===== src/ppa_ram.sv =====
// ----------------------------------------------------------------------------
// ppa_ram
// Simple dual-port synchronous RAM: one write port, one registered read port.
// ----------------------------------------------------------------------------
module ppa_ram #(
    parameter int WIDTH = 8,
    parameter int DEPTH = 16,
    localparam int AW = (DEPTH > 1) ? $clog2(DEPTH) : 1
) (
    input  logic             aclk,
    input  logic             we,
    input  logic [AW-1:0]    waddr,
    input  logic [WIDTH-1:0] wdata,
    input  logic [AW-1:0]    raddr,
    output logic [WIDTH-1:0] rdata
);

    logic [WIDTH-1:0] mem_reg [DEPTH];
    logic [WIDTH-1:0] rdata_reg;

    // write port
    always_ff @(posedge aclk) begin
        if (we) begin
            mem_reg[waddr] <= wdata;
        end
    end

    // registered read, old data on collision
    always_ff @(posedge aclk) begin
        rdata_reg <= mem_reg[raddr];
    end

    assign rdata = rdata_reg;

endmodule

===== config.mk =====
export PLATFORM = sky130hd
export DESIGN_NAME = ppa_ram
export DESIGN_NICKNAME = d
export VERILOG_FILES = /design/src/ppa_ram.sv
export SDC_FILE = /design/constraint.sdc
export NUM_CORES = 1
export LEC_CHECK = 0
export ABC_AREA = 1
export BUFFER_PORTS_ARGS = -buffer_cell sky130_fd_sc_hd__buf_2
export CORE_MARGIN = 2
export CORE_UTILIZATION = 50
export DETAILED_ROUTE_END_ITERATION = 6
export GPL_ROUTABILITY_DRIVEN = 0
export PLACE_DENSITY = 0.73
export SYNTH_ARGS = -nofsm -noshare
export SYNTH_HDL_FRONTEND = slang
export SYNTH_SLANG_ARGS = --single-unit

===== constraint.sdc =====
create_clock -name aclk -period 1.2 [get_ports aclk]
set_clock_uncertainty 0.1 [all_clocks]
set_input_delay 0 -clock aclk [delete_from_list [all_inputs] [get_ports aclk]]
set_output_delay 0 -clock aclk [all_outputs]
set_load 0.03 [all_outputs]

==> summary.txt <==
Max Buffers Root-to-Sink - 2
Worst EP required - 1.40 ns
clock-pin transition on the worst setup and hold timing paths - 0.05 ns
clk root buf - clkbuf_16
FP Rows - 39
vias in the first global route - 3,928
CP delay by family, top - simple AND/OR/NAND/NOR gates
Layout Cells excl Fill - 763
crit end category - flip-flop
final antenna-violating net count - 0
Data arrival, critical path - 1.30 ns
Final setup violation count - 0
clock power share - 0.456
First-pass DRT Iterations - 5
worst skew pair latency - 0.41 ns
Syn Area/Cell - 10.5 um2
Storage cell area - 4000 um2
first-pass GRT wire length - 20.6 mm
WL/cell - 17.2 um
Synth cell types - 12
Clock Sinks - 136
initial DRC count - 278
crit-path most repeated cell - nand3_1
initial antenna violation count - 0
Synth Warn # - 0
cell area after synthesis - 5770 um2
fraction of the cycle the final worst path needs - 0.918
Tmin final - 1.10 ns
post-route cell area - 6860 um2
PnR worst setup slack - 0.0982 ns
IR drop worst, VDD - 1.75 mV
Worst Tran Pin Value - 0.417 ns
#FFs+latches synth - 136
Post-Route WL - 13.1 mm
leading area contributor after synthesis - edfxtp_1
sequential share of the synthesized area - 0.694
GRT overflow - 0
sw frac - 0.217
sequential power share - 0.476
nets - 625
Comb pwr share - 0.068
NetSw - 2440 uW
GRT Util Overall - 0.222
placed insts - 721
total CTS buffers - 17
DIE WIDTH - 111 um
Power Total - 11,200 uW
initial core utilization - 0.509
n_diodes - 0
max incr delay on CP - 0.36 ns
fin. max-slew vios - 0
die height - 111 um
drt drc - 0
Hold Path Class - input pin to flip-flop
PwrDens - 1640 nW/um2
num ports - 26
largest net degree at the start of global routing - 33
Internal - 8790 uW
WP buf/inv - 1
via count - 3,954
TritonCTS clock tree - done
final hold slack - 0.0660 ns
DR vias/cell - 5.18
number of fill cells in the layout - 937
max_slew headroom - 0.722
dpl hpwl - 7.99 mm
full die area - 12,400 um2
Fmax achieved - 0.908 GHz
Placed Area - 6160 um2
worst-path maximum fanout - 1
final hold violation count - 0
dpl ws - -0.0523 ns
critical path startpoint category - flip-flop
Leakage - 0.00300 uW
share of layout cells above drive strength 1 - 0.135
max capacitance violation total - 0
area of the multi-input gates - 1220 um2
outcome - finished, final reports clean
WS Path Type - flip-flop to flip-flop
Post-CTS Setup Repair Bufs - 0
I/O Buffers - 25
worst-path cell chain - inv_1 > nand2_1 > nand3_1 > nand3_1 > nand3_1 > nand2_1
RSZ-0062 raised after global routing - no
H-tree depth - 4
instance count of the mapped netlist - 551
core box area - 11,300 um2
Net Count, Synth - 569
Synth top area share - 0.667
max reg flops - 128
synth top area cells - edfxtp_1, nand2_1, nand3_1
Area growth syn-to-layout - 18.9%
Slowest-stage cell, CP - edfxtp_1
[placed cells by master (no fill, tap or decap)]
| cell type | Yosys | final |
|---|---|---|
| nand3_2 | 0 | 2 |
| inv_2 | 2 | 2 |
| clkbuf_16 | 0 | 17 |
| buf_12 | 0 | 5 |
| inv_1 | 100 | 100 |
| clkinv_4 | 0 | 2 |
| nand2_1 | 173 | 173 |
| clkinv_1 | 0 | 2 |
| dfxtp_1 | 8 | 8 |
| buf_2 | 13 | 25 |
| clkbuf_1 | 0 | 1 |
| edfxtp_1 | 128 | 128 |
| clkinvlp_4 | 0 | 3 |
| dlygate4sd3_1 | 0 | 10 |
| nand3b_1 | 2 | 2 |
| nor2_1 | 17 | 17 |
| nand3_1 | 97 | 95 |
| bufinv_16 | 0 | 3 |
| buf_4 | 4 | 21 |
| clkinv_2 | 0 | 4 |
[power by group through the flow]
stage                     Sequential [uW]  Combinational (uW)  Clock [uW]
after global placement               5440                 710           0
after CTS                            5350                 761        5170
after floorplan                      5500                 375           0
after detailed placement             5450                 728           0
after global routing                 5350                 834        5390
final                                5350                 763        5120
[synthesized netlist by cell type]
library cell / n
inv_2: 2
nand3_1: 97
inv_1: 100
buf_4: 4
buf_2: 13
buf_1: 1
nand2_1: 173
dfxtp_1: 8
buf_6: 6
nor2_1: 17
nand3b_1: 2
edfxtp_1: 128
[worst paths after layout]
check | startpoint | end | slack (ns) | cells past startpoint
setup / recovery | mem_reg[9][6] | rdata[6] | 0.1 | 6
hold / removal | raddr[0] | rdata[6] | 0.07 | 6
setup reg to reg | mem_reg[9][6] | rdata[6] | 0.1 | 6
hold reg to reg | mem_reg[2][6] | rdata[6] | 0.58 | 6
[what timing repair did]
item                                    CTS  global route
gates resized for setup                   0             2
endpoints found under the setup margin    0             2
endpoints found under the hold margin   135             0
hold buffers                             10             0
[metrics by stage]
stage                     setup TNS, ns  utilization
after floorplan                       0            -
after global placement                0        0.544
after detailed placement         -0.111        0.544
after CTS                             0        0.605
after global routing                  0        0.606
final                                 0        0.606
[layer usage]
layer / global-route usage / up-vias / share of wire
li1: - / 1886 / -
met1: 0.289 / 1868 / 0.41
met2: 0.367 / 175 / 0.50
met3: 0.0528 / 25 / 0.077
met4: 0.0831 / 0 / 0.018
met5: 0 / - / 0
[layout make-up]
cell class | count | area share
Sequential cell | 136 | 0.584
Multi-Input combinational cell | 289 | 0.178
Timing Repair Buffer | 61 | 0.0704
Clock buffer | 18 | 0.0626
Inverter | 102 | 0.0558
Tap cell | 143 | 0.0261
Clock inverter | 14 | 0.0230
[kinds of logic after synthesis]
family / share of synthesized area
AND/OR/NAND/NOR: 0.210
flip-flops: 0.694
buffers and inverters: 0.0952
[worst register-to-register path, delay by kind of cell, from the launching register on]
kind                   cells  cell delay [ns]
and+or+nand+nor            5             0.49
buffers and inverters      1             0.06
DFF                        1             0.36
Power figures use the tool's default switching activity.
